$ cat src/hw/rtl/mss_pkg.sv
// ----------------------------------------------------------------------------
// mss_pkg
// Shared constants, weights and controller/datapath interface types of the
// masked 3x3 stencil smoother.
// ----------------------------------------------------------------------------
package mss_pkg;

   localparam int DATA_WIDTH_DEFAULT = 32;
   localparam int THICK_W            = 16;
   localparam int LAYER_W            = 8;
   localparam int SPACING_W          = 16;
   localparam int DEPTH_W            = LAYER_W + SPACING_W;
   localparam int NEXT_W             = DEPTH_W + 1;
   localparam int W_W                = 13;
   localparam int DENOM_W            = 16;
   localparam int CELL_W             = 4;
   localparam int CELLS              = 9;

   localparam logic [SPACING_W-1:0] SPACING_RESET = SPACING_W'(10);

   // Q0.16 weights of the outer product of [0.35 0.30 0.35].
   localparam logic [W_W-1:0] W_CORNER = W_W'(8028);
   localparam logic [W_W-1:0] W_EDGE   = W_W'(6881);
   localparam logic [W_W-1:0] W_CENTRE = W_W'(5898);

   typedef struct packed {
      logic              capture;
      logic              calc_depth;
      logic              start_pass;
      logic              pass;
      logic              mac_en;
      logic [CELL_W-1:0] cell_idx;
      logic              abs_en;
      logic              pre_en;
      logic              div_step;
      logic              out_load;
      logic              win_update;
   } cmd_type;

   typedef struct packed {
      logic has_prev;
      logic row_end;
      logic out_free;
   } status_type;

   typedef struct packed {
      logic [1:0] col;
      logic [1:0] row;
   } cell_pos_type;

   // Cells are visited column by column, top row first.
   function automatic cell_pos_type cell_pos(input logic [CELL_W-1:0] cell_idx);
      cell_pos_type p;
      case (cell_idx)
         CELL_W'(0): p = '{col: 2'd0, row: 2'd0};
         CELL_W'(1): p = '{col: 2'd0, row: 2'd1};
         CELL_W'(2): p = '{col: 2'd0, row: 2'd2};
         CELL_W'(3): p = '{col: 2'd1, row: 2'd0};
         CELL_W'(4): p = '{col: 2'd1, row: 2'd1};
         CELL_W'(5): p = '{col: 2'd1, row: 2'd2};
         CELL_W'(6): p = '{col: 2'd2, row: 2'd0};
         CELL_W'(7): p = '{col: 2'd2, row: 2'd1};
         CELL_W'(8): p = '{col: 2'd2, row: 2'd2};
         default:    p = '{col: 2'd0, row: 2'd0};
      endcase
      return p;
   endfunction

   function automatic logic [W_W-1:0] cell_weight(input cell_pos_type p);
      logic mid_col;
      logic mid_row;
      mid_col = (p.col == 2'd1);
      mid_row = (p.row == 2'd1);
      if (mid_col && mid_row) begin
         return W_CENTRE;
      end else if (mid_col || mid_row) begin
         return W_EDGE;
      end
      return W_CORNER;
   endfunction

endpackage

$ cat src/hw/rtl/mss_ctrl.sv
// ----------------------------------------------------------------------------
// mss_ctrl
// Sequencer of the smoother: accepts a request, runs zero, one or two passes of
// multiply-accumulate and division, and hands each result to the output.
// ----------------------------------------------------------------------------
module mss_ctrl #(
   parameter int DATA_WIDTH = mss_pkg::DATA_WIDTH_DEFAULT
) (
   input  logic                clock,
   input  logic                reset,
   input  logic                req_valid,
   output logic                req_ready,
   input  mss_pkg::status_type status,
   output mss_pkg::cmd_type    cmd
);

   localparam int CNT_W = $clog2(DATA_WIDTH + 1);

   typedef enum logic [3:0] {
      ST_IDLE,
      ST_DEPTH,
      ST_START,
      ST_MAC,
      ST_DRAIN,
      ST_ABS,
      ST_PRE,
      ST_DIV,
      ST_WRITE,
      ST_UPDATE
   } state_type;

   state_type        state_ff, state_in;
   logic [CNT_W-1:0] cnt_ff, cnt_in;
   logic             pass_ff, pass_in;

   always_comb begin
      state_in = state_ff;
      cnt_in   = cnt_ff;
      pass_in  = pass_ff;
      unique case (state_ff)
         ST_IDLE: begin
            if (req_valid) begin
               state_in = ST_DEPTH;
            end
         end
         ST_DEPTH: begin
            // The first column of a row yields a result only if it also ends the row.
            if (status.has_prev) begin
               pass_in  = 1'b0;
               state_in = ST_START;
            end else if (status.row_end) begin
               pass_in  = 1'b1;
               state_in = ST_START;
            end else begin
               state_in = ST_UPDATE;
            end
         end
         ST_START: begin
            cnt_in   = '0;
            state_in = ST_MAC;
         end
         ST_MAC: begin
            if (cnt_ff == CNT_W'(mss_pkg::CELLS - 1)) begin
               cnt_in   = '0;
               state_in = ST_DRAIN;
            end else begin
               cnt_in = cnt_ff + CNT_W'(1);
            end
         end
         ST_DRAIN: state_in = ST_ABS;
         ST_ABS:   state_in = ST_PRE;
         ST_PRE: begin
            cnt_in   = '0;
            state_in = ST_DIV;
         end
         ST_DIV: begin
            if (cnt_ff == CNT_W'(DATA_WIDTH)) begin
               state_in = ST_WRITE;
            end else begin
               cnt_in = cnt_ff + CNT_W'(1);
            end
         end
         ST_WRITE: begin
            if (status.out_free) begin
               if (!pass_ff && status.row_end) begin
                  pass_in  = 1'b1;
                  state_in = ST_START;
               end else begin
                  state_in = ST_UPDATE;
               end
            end
         end
         ST_UPDATE: state_in = ST_IDLE;
         default:   state_in = ST_IDLE;
      endcase
   end

   always_ff @(posedge clock) begin
      if (reset) begin
         state_ff <= ST_IDLE;
         cnt_ff   <= '0;
         pass_ff  <= 1'b0;
      end else begin
         state_ff <= state_in;
         cnt_ff   <= cnt_in;
         pass_ff  <= pass_in;
      end
   end

   assign req_ready = (state_ff == ST_IDLE);

   always_comb begin
      cmd            = '0;
      cmd.capture    = (state_ff == ST_IDLE) && req_valid;
      cmd.calc_depth = (state_ff == ST_DEPTH);
      cmd.start_pass = (state_ff == ST_START);
      cmd.pass       = pass_ff;
      cmd.mac_en     = (state_ff == ST_MAC);
      cmd.cell_idx   = cnt_ff[mss_pkg::CELL_W-1:0];
      cmd.abs_en     = (state_ff == ST_ABS);
      cmd.pre_en     = (state_ff == ST_PRE);
      cmd.div_step   = (state_ff == ST_DIV);
      cmd.out_load   = (state_ff == ST_WRITE) && status.out_free;
      cmd.win_update = (state_ff == ST_UPDATE);
   end

endmodule

$ cat src/hw/rtl/mss_datapath.sv
// ----------------------------------------------------------------------------
// mss_datapath
// Column window, serial multiply-accumulate with denominator build-up,
// restoring divider with saturation, output register and spacing register.
// ----------------------------------------------------------------------------
module mss_datapath #(
   parameter int DATA_WIDTH = mss_pkg::DATA_WIDTH_DEFAULT
) (
   input  logic                                 clock,
   input  logic                                 reset,
   input  mss_pkg::cmd_type                     cmd,
   output mss_pkg::status_type                  status,
   input  logic signed [DATA_WIDTH-1:0]         req_heat_above,
   input  logic signed [DATA_WIDTH-1:0]         req_heat_mid,
   input  logic signed [DATA_WIDTH-1:0]         req_heat_below,
   input  logic [mss_pkg::THICK_W-1:0]          req_thick_above,
   input  logic [mss_pkg::THICK_W-1:0]          req_thick_mid,
   input  logic [mss_pkg::THICK_W-1:0]          req_thick_below,
   input  logic [mss_pkg::LAYER_W-1:0]          req_layer,
   input  logic                                 req_row_end,
   output logic                                 rsp_valid,
   input  logic                                 rsp_ready,
   output logic signed [DATA_WIDTH-1:0]         rsp_smoothed,
   output logic                                 rsp_last_of_row,
   input  logic                                 csr_wr_en,
   input  logic [mss_pkg::SPACING_W-1:0]        csr_wr_data
);

   localparam int DW      = DATA_WIDTH;
   localparam int TW      = mss_pkg::THICK_W;
   localparam int WW      = mss_pkg::W_W;
   localparam int DNW     = mss_pkg::DENOM_W;
   localparam int SUM_W   = DW + DNW + 1;
   localparam int MAG_W   = DW + DNW;
   localparam int PROD_W  = DW + WW + 1;

   // Spacing register.
   logic [mss_pkg::SPACING_W-1:0] spacing_ff;

   always_ff @(posedge clock) begin
      if (reset) begin
         spacing_ff <= mss_pkg::SPACING_RESET;
      end else if (csr_wr_en) begin
         spacing_ff <= csr_wr_data;
      end
   end

   // Current column and the two stored columns.
   logic signed [DW-1:0] cur_heat_ff [3];
   logic [TW-1:0]        cur_thick_ff [3];
   logic signed [DW-1:0] old_heat_ff [3];
   logic [TW-1:0]        old_thick_ff [3];
   logic signed [DW-1:0] new_heat_ff [3];
   logic [TW-1:0]        new_thick_ff [3];
   logic [mss_pkg::LAYER_W-1:0] layer_ff;
   logic                 row_end_ff;
   logic [1:0]           seen_ff;

   always_ff @(posedge clock) begin
      if (cmd.capture) begin
         cur_heat_ff[0]  <= req_heat_above;
         cur_heat_ff[1]  <= req_heat_mid;
         cur_heat_ff[2]  <= req_heat_below;
         cur_thick_ff[0] <= req_thick_above;
         cur_thick_ff[1] <= req_thick_mid;
         cur_thick_ff[2] <= req_thick_below;
         layer_ff        <= req_layer;
         row_end_ff      <= req_row_end;
      end
   end

   always_ff @(posedge clock) begin
      if (cmd.win_update) begin
         for (int r = 0; r < 3; r++) begin
            if (row_end_ff) begin
               old_heat_ff[r]  <= '0;
               old_thick_ff[r] <= '0;
               new_heat_ff[r]  <= '0;
               new_thick_ff[r] <= '0;
            end else begin
               old_heat_ff[r]  <= new_heat_ff[r];
               old_thick_ff[r] <= new_thick_ff[r];
               new_heat_ff[r]  <= cur_heat_ff[r];
               new_thick_ff[r] <= cur_thick_ff[r];
            end
         end
      end
   end

   always_ff @(posedge clock) begin
      if (reset) begin
         seen_ff <= 2'd0;
      end else if (cmd.win_update) begin
         if (row_end_ff) begin
            seen_ff <= 2'd0;
         end else if (seen_ff != 2'd2) begin
            seen_ff <= seen_ff + 2'd1;
         end
      end
   end

   // Layer depth and the depth of the next layer.
   logic [mss_pkg::DEPTH_W-1:0] depth_ff;
   logic [mss_pkg::NEXT_W-1:0]  next_ff;
   logic [mss_pkg::DEPTH_W-1:0] depth_full;
   logic [mss_pkg::NEXT_W-1:0]  next_full;

   assign depth_full = mss_pkg::DEPTH_W'(layer_ff) * mss_pkg::DEPTH_W'(spacing_ff);
   assign next_full  = (mss_pkg::NEXT_W'(layer_ff) + mss_pkg::NEXT_W'(1))
                       * mss_pkg::NEXT_W'(spacing_ff);

   always_ff @(posedge clock) begin
      if (cmd.calc_depth) begin
         depth_ff <= depth_full;
         next_ff  <= next_full;
      end
   end

   // Cell selection for the current pass.
   mss_pkg::cell_pos_type pos;
   logic                  present;
   logic signed [DW-1:0]  sel_heat;
   logic [TW-1:0]         sel_thick;
   logic [WW-1:0]         weight;
   logic                  active;

   always_comb begin
      pos       = mss_pkg::cell_pos(cmd.cell_idx);
      present   = 1'b0;
      sel_heat  = '0;
      sel_thick = '0;
      if (!cmd.pass) begin
         case (pos.col)
            2'd0: begin
               present   = (seen_ff == 2'd2);
               sel_heat  = old_heat_ff[pos.row];
               sel_thick = old_thick_ff[pos.row];
            end
            2'd1: begin
               present   = 1'b1;
               sel_heat  = new_heat_ff[pos.row];
               sel_thick = new_thick_ff[pos.row];
            end
            default: begin
               present   = 1'b1;
               sel_heat  = cur_heat_ff[pos.row];
               sel_thick = cur_thick_ff[pos.row];
            end
         endcase
      end else begin
         // Closing pass: the column beyond the row end is absent.
         case (pos.col)
            2'd0: begin
               present   = (seen_ff != 2'd0);
               sel_heat  = new_heat_ff[pos.row];
               sel_thick = new_thick_ff[pos.row];
            end
            2'd1: begin
               present   = 1'b1;
               sel_heat  = cur_heat_ff[pos.row];
               sel_thick = cur_thick_ff[pos.row];
            end
            default: begin
               present = 1'b0;
            end
         endcase
      end
      if (!present) begin
         sel_heat = '0;
      end
      weight = mss_pkg::cell_weight(pos);
      active = present && !(pos.col == 2'd1 && pos.row == 2'd1)
               && (mss_pkg::DEPTH_W'(sel_thick) >= depth_ff);
   end

   // Multiply-accumulate, one cell per cycle, product registered first.
   logic signed [WW:0]       weight_s;
   logic signed [PROD_W-1:0] prod_full;
   logic signed [SUM_W-1:0]  prod_ff;
   logic [DNW-1:0]           wadd_ff;
   logic                     prod_vld_ff;
   logic signed [SUM_W-1:0]  acc_ff;
   logic [DNW-1:0]           denom_ff;

   assign weight_s  = $signed({1'b0, weight});
   assign prod_full = sel_heat * weight_s;

   always_ff @(posedge clock) begin
      prod_ff <= SUM_W'(prod_full);
      wadd_ff <= active ? DNW'(weight) : '0;
   end

   always_ff @(posedge clock) begin
      if (reset) begin
         prod_vld_ff <= 1'b0;
      end else begin
         prod_vld_ff <= cmd.mac_en;
      end
   end

   always_ff @(posedge clock) begin
      if (cmd.start_pass) begin
         acc_ff   <= '0;
         denom_ff <= DNW'(mss_pkg::W_CENTRE);
      end else if (prod_vld_ff) begin
         acc_ff   <= acc_ff + prod_ff;
         denom_ff <= denom_ff + wadd_ff;
      end
   end

   // Magnitude, overflow pre-check and restoring division.
   logic             neg_ff;
   logic [MAG_W-1:0] mag_ff;
   logic [DNW-1:0]   rem_ff;
   logic [DW:0]      sh_ff;
   logic [DW:0]      q_ff;
   logic             ovf_ff;
   logic [SUM_W-1:0] acc_neg;
   logic [DNW:0]     trial;
   logic             fits;

   assign acc_neg = SUM_W'(-acc_ff);
   assign trial   = {rem_ff, sh_ff[DW]};
   assign fits    = (trial >= {1'b0, denom_ff});

   always_ff @(posedge clock) begin
      if (cmd.abs_en) begin
         neg_ff <= acc_ff[SUM_W-1];
         mag_ff <= acc_ff[SUM_W-1] ? acc_neg[MAG_W-1:0] : MAG_W'(acc_ff);
      end
      if (cmd.pre_en) begin
         // A quotient of 2**(DW+1) or more saturates whatever its low bits.
         rem_ff <= DNW'(mag_ff[MAG_W-1:DW+1]);
         ovf_ff <= (DNW'(mag_ff[MAG_W-1:DW+1]) >= denom_ff);
         sh_ff  <= mag_ff[DW:0];
         q_ff   <= '0;
      end else if (cmd.div_step) begin
         rem_ff <= fits ? DNW'(trial - {1'b0, denom_ff}) : trial[DNW-1:0];
         sh_ff  <= {sh_ff[DW-1:0], 1'b0};
         q_ff   <= {q_ff[DW-1:0], fits};
      end
   end

   // Saturation and the center depth test.
   logic                 skip;
   logic                 pos_sat;
   logic                 neg_sat;
   logic [DW:0]          q_neg;
   logic signed [DW-1:0] result;

   assign q_neg   = -q_ff;
   assign skip    = (next_ff > mss_pkg::NEXT_W'(cmd.pass ? cur_thick_ff[1]
                                                          : new_thick_ff[1]));
   assign pos_sat = ovf_ff || q_ff[DW] || q_ff[DW-1];
   assign neg_sat = ovf_ff || q_ff[DW] || (q_ff[DW-1] && (|q_ff[DW-2:0]));

   always_comb begin
      if (skip) begin
         result = '0;
      end else if (neg_ff) begin
         result = neg_sat ? $signed({1'b1, {(DW-1){1'b0}}}) : $signed(q_neg[DW-1:0]);
      end else begin
         result = pos_sat ? $signed({1'b0, {(DW-1){1'b1}}}) : $signed(q_ff[DW-1:0]);
      end
   end

   // Output register.
   logic                 rsp_valid_ff;
   logic signed [DW-1:0] smoothed_ff;
   logic                 last_ff;

   always_ff @(posedge clock) begin
      if (reset) begin
         rsp_valid_ff <= 1'b0;
      end else if (cmd.out_load) begin
         rsp_valid_ff <= 1'b1;
      end else if (rsp_ready) begin
         rsp_valid_ff <= 1'b0;
      end
   end

   always_ff @(posedge clock) begin
      if (cmd.out_load) begin
         smoothed_ff <= result;
         last_ff     <= cmd.pass;
      end
   end

   assign rsp_valid       = rsp_valid_ff;
   assign rsp_smoothed    = smoothed_ff;
   assign rsp_last_of_row = last_ff;

   assign status.has_prev = (seen_ff != 2'd0);
   assign status.row_end  = row_end_ff;
   assign status.out_free = !rsp_valid_ff || rsp_ready;

endmodule

$ cat src/hw/rtl/masked_stencil_smoother_3x3.sv
// ----------------------------------------------------------------------------
// masked_stencil_smoother_3x3
// Masked 3x3 weighted smoother of one depth layer of a heating field.
// ----------------------------------------------------------------------------
// Usage:
// Each request on the req_ channel carries one grid column (above, center and
// below samples of heat and thickness), its layer index and a row-end flag.
// Results leave on the rsp_ channel; rsp_last_of_row marks the result of the
// final column of a row. A request yields the result of the previous column,
// and a row-end request also yields its own, so one request gives zero, one
// or two results. csr_wr_en writes the layer spacing; the user must write it
// only while the block is idle, since the block itself does not enforce this.
// Operation: every result runs a multiply-accumulate over the nine cells,
// then a restoring divider that retires one quotient bit a cycle until all
// DATA_WIDTH + 1 quotient bits are in. The divider sets the rate; requests
// are handled one at a time.
// A finished result waits in the output register; a stalled receiver holds
// the block only when the next result is ready to be written.
// Reset marks the column window empty, drops any pending result and sets the spacing to 10.
// ----------------------------------------------------------------------------
module masked_stencil_smoother_3x3 #(
   parameter int DATA_WIDTH = mss_pkg::DATA_WIDTH_DEFAULT
) (
   input  logic                          clock,
   input  logic                          reset,
   input  logic                          req_valid,
   output logic                          req_ready,
   input  logic signed [DATA_WIDTH-1:0]  req_heat_above,
   input  logic signed [DATA_WIDTH-1:0]  req_heat_mid,
   input  logic signed [DATA_WIDTH-1:0]  req_heat_below,
   input  logic [mss_pkg::THICK_W-1:0]   req_thick_above,
   input  logic [mss_pkg::THICK_W-1:0]   req_thick_mid,
   input  logic [mss_pkg::THICK_W-1:0]   req_thick_below,
   input  logic [mss_pkg::LAYER_W-1:0]   req_layer,
   input  logic                          req_row_end,
   output logic                          rsp_valid,
   input  logic                          rsp_ready,
   output logic signed [DATA_WIDTH-1:0]  rsp_smoothed,
   output logic                          rsp_last_of_row,
   input  logic                          csr_wr_en,
   input  logic [mss_pkg::SPACING_W-1:0] csr_wr_data
);

   mss_pkg::cmd_type    cmd;
   mss_pkg::status_type status;

   mss_ctrl #(
      .DATA_WIDTH (DATA_WIDTH)
   ) u_ctrl (
      .clock     (clock),
      .reset     (reset),
      .req_valid (req_valid),
      .req_ready (req_ready),
      .status    (status),
      .cmd       (cmd)
   );

   mss_datapath #(
      .DATA_WIDTH (DATA_WIDTH)
   ) u_datapath (
      .clock           (clock),
      .reset           (reset),
      .cmd             (cmd),
      .status          (status),
      .req_heat_above  (req_heat_above),
      .req_heat_mid    (req_heat_mid),
      .req_heat_below  (req_heat_below),
      .req_thick_above (req_thick_above),
      .req_thick_mid   (req_thick_mid),
      .req_thick_below (req_thick_below),
      .req_layer       (req_layer),
      .req_row_end     (req_row_end),
      .rsp_valid       (rsp_valid),
      .rsp_ready       (rsp_ready),
      .rsp_smoothed    (rsp_smoothed),
      .rsp_last_of_row (rsp_last_of_row),
      .csr_wr_en       (csr_wr_en),
      .csr_wr_data     (csr_wr_data)
   );

endmodule

$ cat config.mk
export PLATFORM = sky130hd
export DESIGN_NAME = masked_stencil_smoother_3x3
export DESIGN_NICKNAME = d
export VERILOG_FILES = /design/src/hw/rtl/mss_pkg.sv /design/src/hw/rtl/mss_ctrl.sv /design/src/hw/rtl/mss_datapath.sv /design/src/hw/rtl/masked_stencil_smoother_3x3.sv
export SDC_FILE = /design/constraint.sdc
export NUM_CORES = 2
export LEC_CHECK = 0
export ABC_AREA = 1
export BUFFER_PORTS_ARGS = -buffer_cell sky130_fd_sc_hd__buf_2
export CAP_MARGIN = 5
export CORE_MARGIN = 2
export CORE_UTILIZATION = 44
export DETAILED_ROUTE_END_ITERATION = 6
export PLACE_DENSITY = 0.7
export SYNTH_ARGS = -nofsm -noshare
export SYNTH_HDL_FRONTEND = slang
export SYNTH_HIERARCHICAL = 1
export SYNTH_SLANG_ARGS = --single-unit
$ cat constraint.sdc
create_clock -name clock -period 17.5 [get_ports clock]
set_input_delay 0.875 -clock clock [delete_from_list [all_inputs] [get_ports clock]]
set_output_delay 0.875 -clock clock [all_outputs]
set_load 0.01 [all_outputs]
==> results.cfg <==
[detailed_routing]
drtPass1Iterations = 7
drt_iter0_drc = 4435
routed_via_density = 5.315
vias = 51410
postRouteAntennaNets = 0
drcViolationCount = 0
finalWirelength_um = 181900
avgRoutedWirePerCell_um = 18.81

[placed_design]
placedCellCount = 9505
numPortBuffers = 208
globalplace.congestion = 0.9858
dp_hpwl_um = 139900

[sta]
fin_skew_ns = 0.08918
hold_viol = 0
fin_tns_setup_ns = 0
max_freq_ghz = 0.09619
drv_slew = 0
rsz0062_at_grt = no
fin_crit_sh_pct = 59.41
period_needed_ns = 10.40
worst_pin_slew_ns = 1.305
maxSlewHeadroom_pct = 12.70
setup_viol = 0

[worst_setup_path]
r2r-start = u_ctrl/cnt_ff[0]
critPathCaptureType = register
crit_start = u_ctrl/cnt_ff[0]
reg2reg_to = u_datapath/prod_ff[39]
crit_path_max_fanout = 79
endpoint = u_datapath/prod_ff[39]
cp_slowest_stage_delay_ns = 0.73
critPathKind = reg -> reg
cp.arrival_ns = 10.97
crit_slowest_cell = buf_4
r2r_setup_slack_ns = 7.10
start_kind = register
reg2reg_depth = 32
crit_top_cell = fa_1
crit_required_ns = 18.07

[synth]
avgSynthCellArea_um2 = 8.426
netlist_instances = 7607
async_flop_share_pct = 0
yosysWarnings = 6
synth_area_leaders = edfxtp_1, fa_1, inv_1
ys.flop_type = edfxtp_1
synth_cell_types = 65
ys_seq_elements = 803
synth_edf_count = 621
synth_top_cell_area_share_pct = 29.09
synthesis.area_um2 = 64090
yosysMostFrequentCell = inv_1
synth_seq_area_share_pct = 34.78
yosysTopAreaCell = edfxtp_1
yosys-top-cells-count = inv_1, nand2_1, nor2_1

[clock_network]
holdBufCountCts = 0
cts_sinks = 803
cts.clk_slew.worst_paths_ns = 0.06
numCtsBuffers = 91
clock_latency_ns = 0.74
h-tree-depth = 3
cts_root_buffer = clkbuf_16
cts_tree = built
postCtsSetupRepairBufs = 0
post_cts_resized = 0
clockBufferDepth = 3

[global_routing]
grt_max_degree = 153
grt_pass1_wl_um = 287500
overflow = 0
grt_pass1_vias = 52050
antenna_found_initial = 6
groute.usage.overall_pct = 24.69

[floorplan]
die_y_um = 385.7
die-area_um2 = 148700
num_io_pins = 209
die_width_um = 385.7
row_count = 140
core-area_um2 = 145200
start_util_pct = 44.14

[outcome]
outcome = finished, final reports clean

[final_layout]
num-fill-cells = 13680
instances_no_fill = 9673
nets = 8744
utilization_pct = 48.02
drive_gt1_share_pct = 6.163
diodes = 0
synthToLayoutAreaGrowth_pct = 8.789

[power]
ir_worst_vdd_uv = 207.1
power_density_nw_per_um2 = 149.1
p_total_mw = 10.40
p_leak_nw = 32.72

[run]
maxCapViolations = 0

[min_path]
hold_path_class = in -> reg
hold_start = req_layer[2]
[cell families (layout without fill, tap and decap cells)]
group / Yosys count / after routing / synth area share [%]
and+or+nand+nor: 2812 / 2812 / 18.24
buffers and inverters: 1767 / 1915 / 10.77
AOI/OAI and AO/OA: 1162 / 1162 / 9.970
adders and majority gates: 889 / 889 / 23.88
DFF: 803 / 803 / 34.78
xor gates and xnor gates: 173 / 173 / 2.364
other: 1 / 2 / 0.005851
[how the worst min path moves through the flow]
stage	cells past startpoint	slack, ns	endpoint
2_1_floorplan	2	0.43	u_datapath/q_ff[32]
3_3_place_gp	2	0.44	u_datapath/q_ff[32]
3_5_place_dp	0	0.46	u_datapath/mag_ff[0]
4_1_cts	1	0.25	u_datapath/cur_thick_ff[0][10]
5_1_grt	1	0.27	u_datapath/cur_heat_ff[2][0]
6_report	1	0.30	u_datapath/layer_ff[2]
[routing by layer]
metal	up-vias	routed length (um)	GRT usage, %
met5	-	47	0
met4	6	5389	7.465
met3	294	12570	3.734
met2	1937	85800	41.14
met1	24860	78120	33.19
li1	24310	-	-
[state kept, by name (all words and copies together) (netlist names), 24 cells and up]
| name | cells |
|---|---|
| u_datapath/old_heat_ff | 96 |
| u_datapath/q_ff | 33 |
| u_datapath/cur_heat_ff | 96 |
| u_datapath/new_heat_ff | 96 |
| u_datapath/next_ff | 25 |
| u_datapath/new_thick_ff | 48 |
| u_datapath/prod_ff | 46 |
| u_datapath/old_thick_ff | 48 |
| u_datapath/cur_thick_ff | 48 |
| u_datapath/mag_ff | 48 |
| u_datapath/rsp_smoothed | 32 |
| u_datapath/sh_ff | 33 |
| u_datapath/acc_ff | 49 |
| u_datapath/depth_ff | 24 |
[stage by stage]
stage / setup WS (ns) / hold slack [ns] / area [um2]
2_1_floorplan: 5.476 / 0.4289 / 64100
3_3_place_gp: 7.201 / 0.4444 / 66630
3_5_place_dp: 7.268 / 0.4621 / 66630
4_1_cts: 7.175 / 0.2530 / 69730
5_1_grt: 6.433 / 0.2675 / 69730
6_report: 7.103 / 0.3045 / 69730
[worst max-delay path, delay by kind of cell, from the launching register on]
family	cells	cell delay, ns
adder cells (fa/ha/maj)	8	4.01
buffers and inverters	8	2.20
AND/OR/NAND/NOR	9	1.93
AO/OA/AOI/OAI	6	1.29
flip-flops	1	0.47
XOR/XNOR	1	0.16
[power breakdown]
group / internal (mW) / switching (mW) / total (mW)
registers: 2.65 / 0.333 / 2.98
logic: 1.84 / 3.61 / 5.45
clock network: 1.13 / 0.834 / 1.97
[layout make-up]
type / count / area, um2 / area share [%]
multi-input cells: 5038 / 34940 / 50.11
flip-flops and latches: 803 / 22300 / 31.98
inverters: 1500 / 5647 / 8.098
well taps: 1917 / 2399 / 3.440
clock buffers: 109 / 2345 / 3.363
repair buffers: 247 / 1346 / 1.931
clock inverters: 59 / 750.7 / 1.077
[cells in the final DEF, fill, tap and decap left out, types with 21 or more instances in the layout]
cell	instances
a21o_1	26
a21oi_1	416
buf_2	208
buf_4	38
clkbuf_16	91
clkinv_1	21
dfxtp_1	180
edfxtp_1	621
fa_1	557
ha_1	330
inv_1	1473
nand2_1	1315
nand3_1	314
nand4_1	60
nor2_1	924
nor3_1	45
o211ai_1	78
o21ai_0	414
o21ai_1	86
o22ai_1	54
or2_1	42
xnor2_1	48
xor2_1	125
Power figures use the tool's default switching activity.
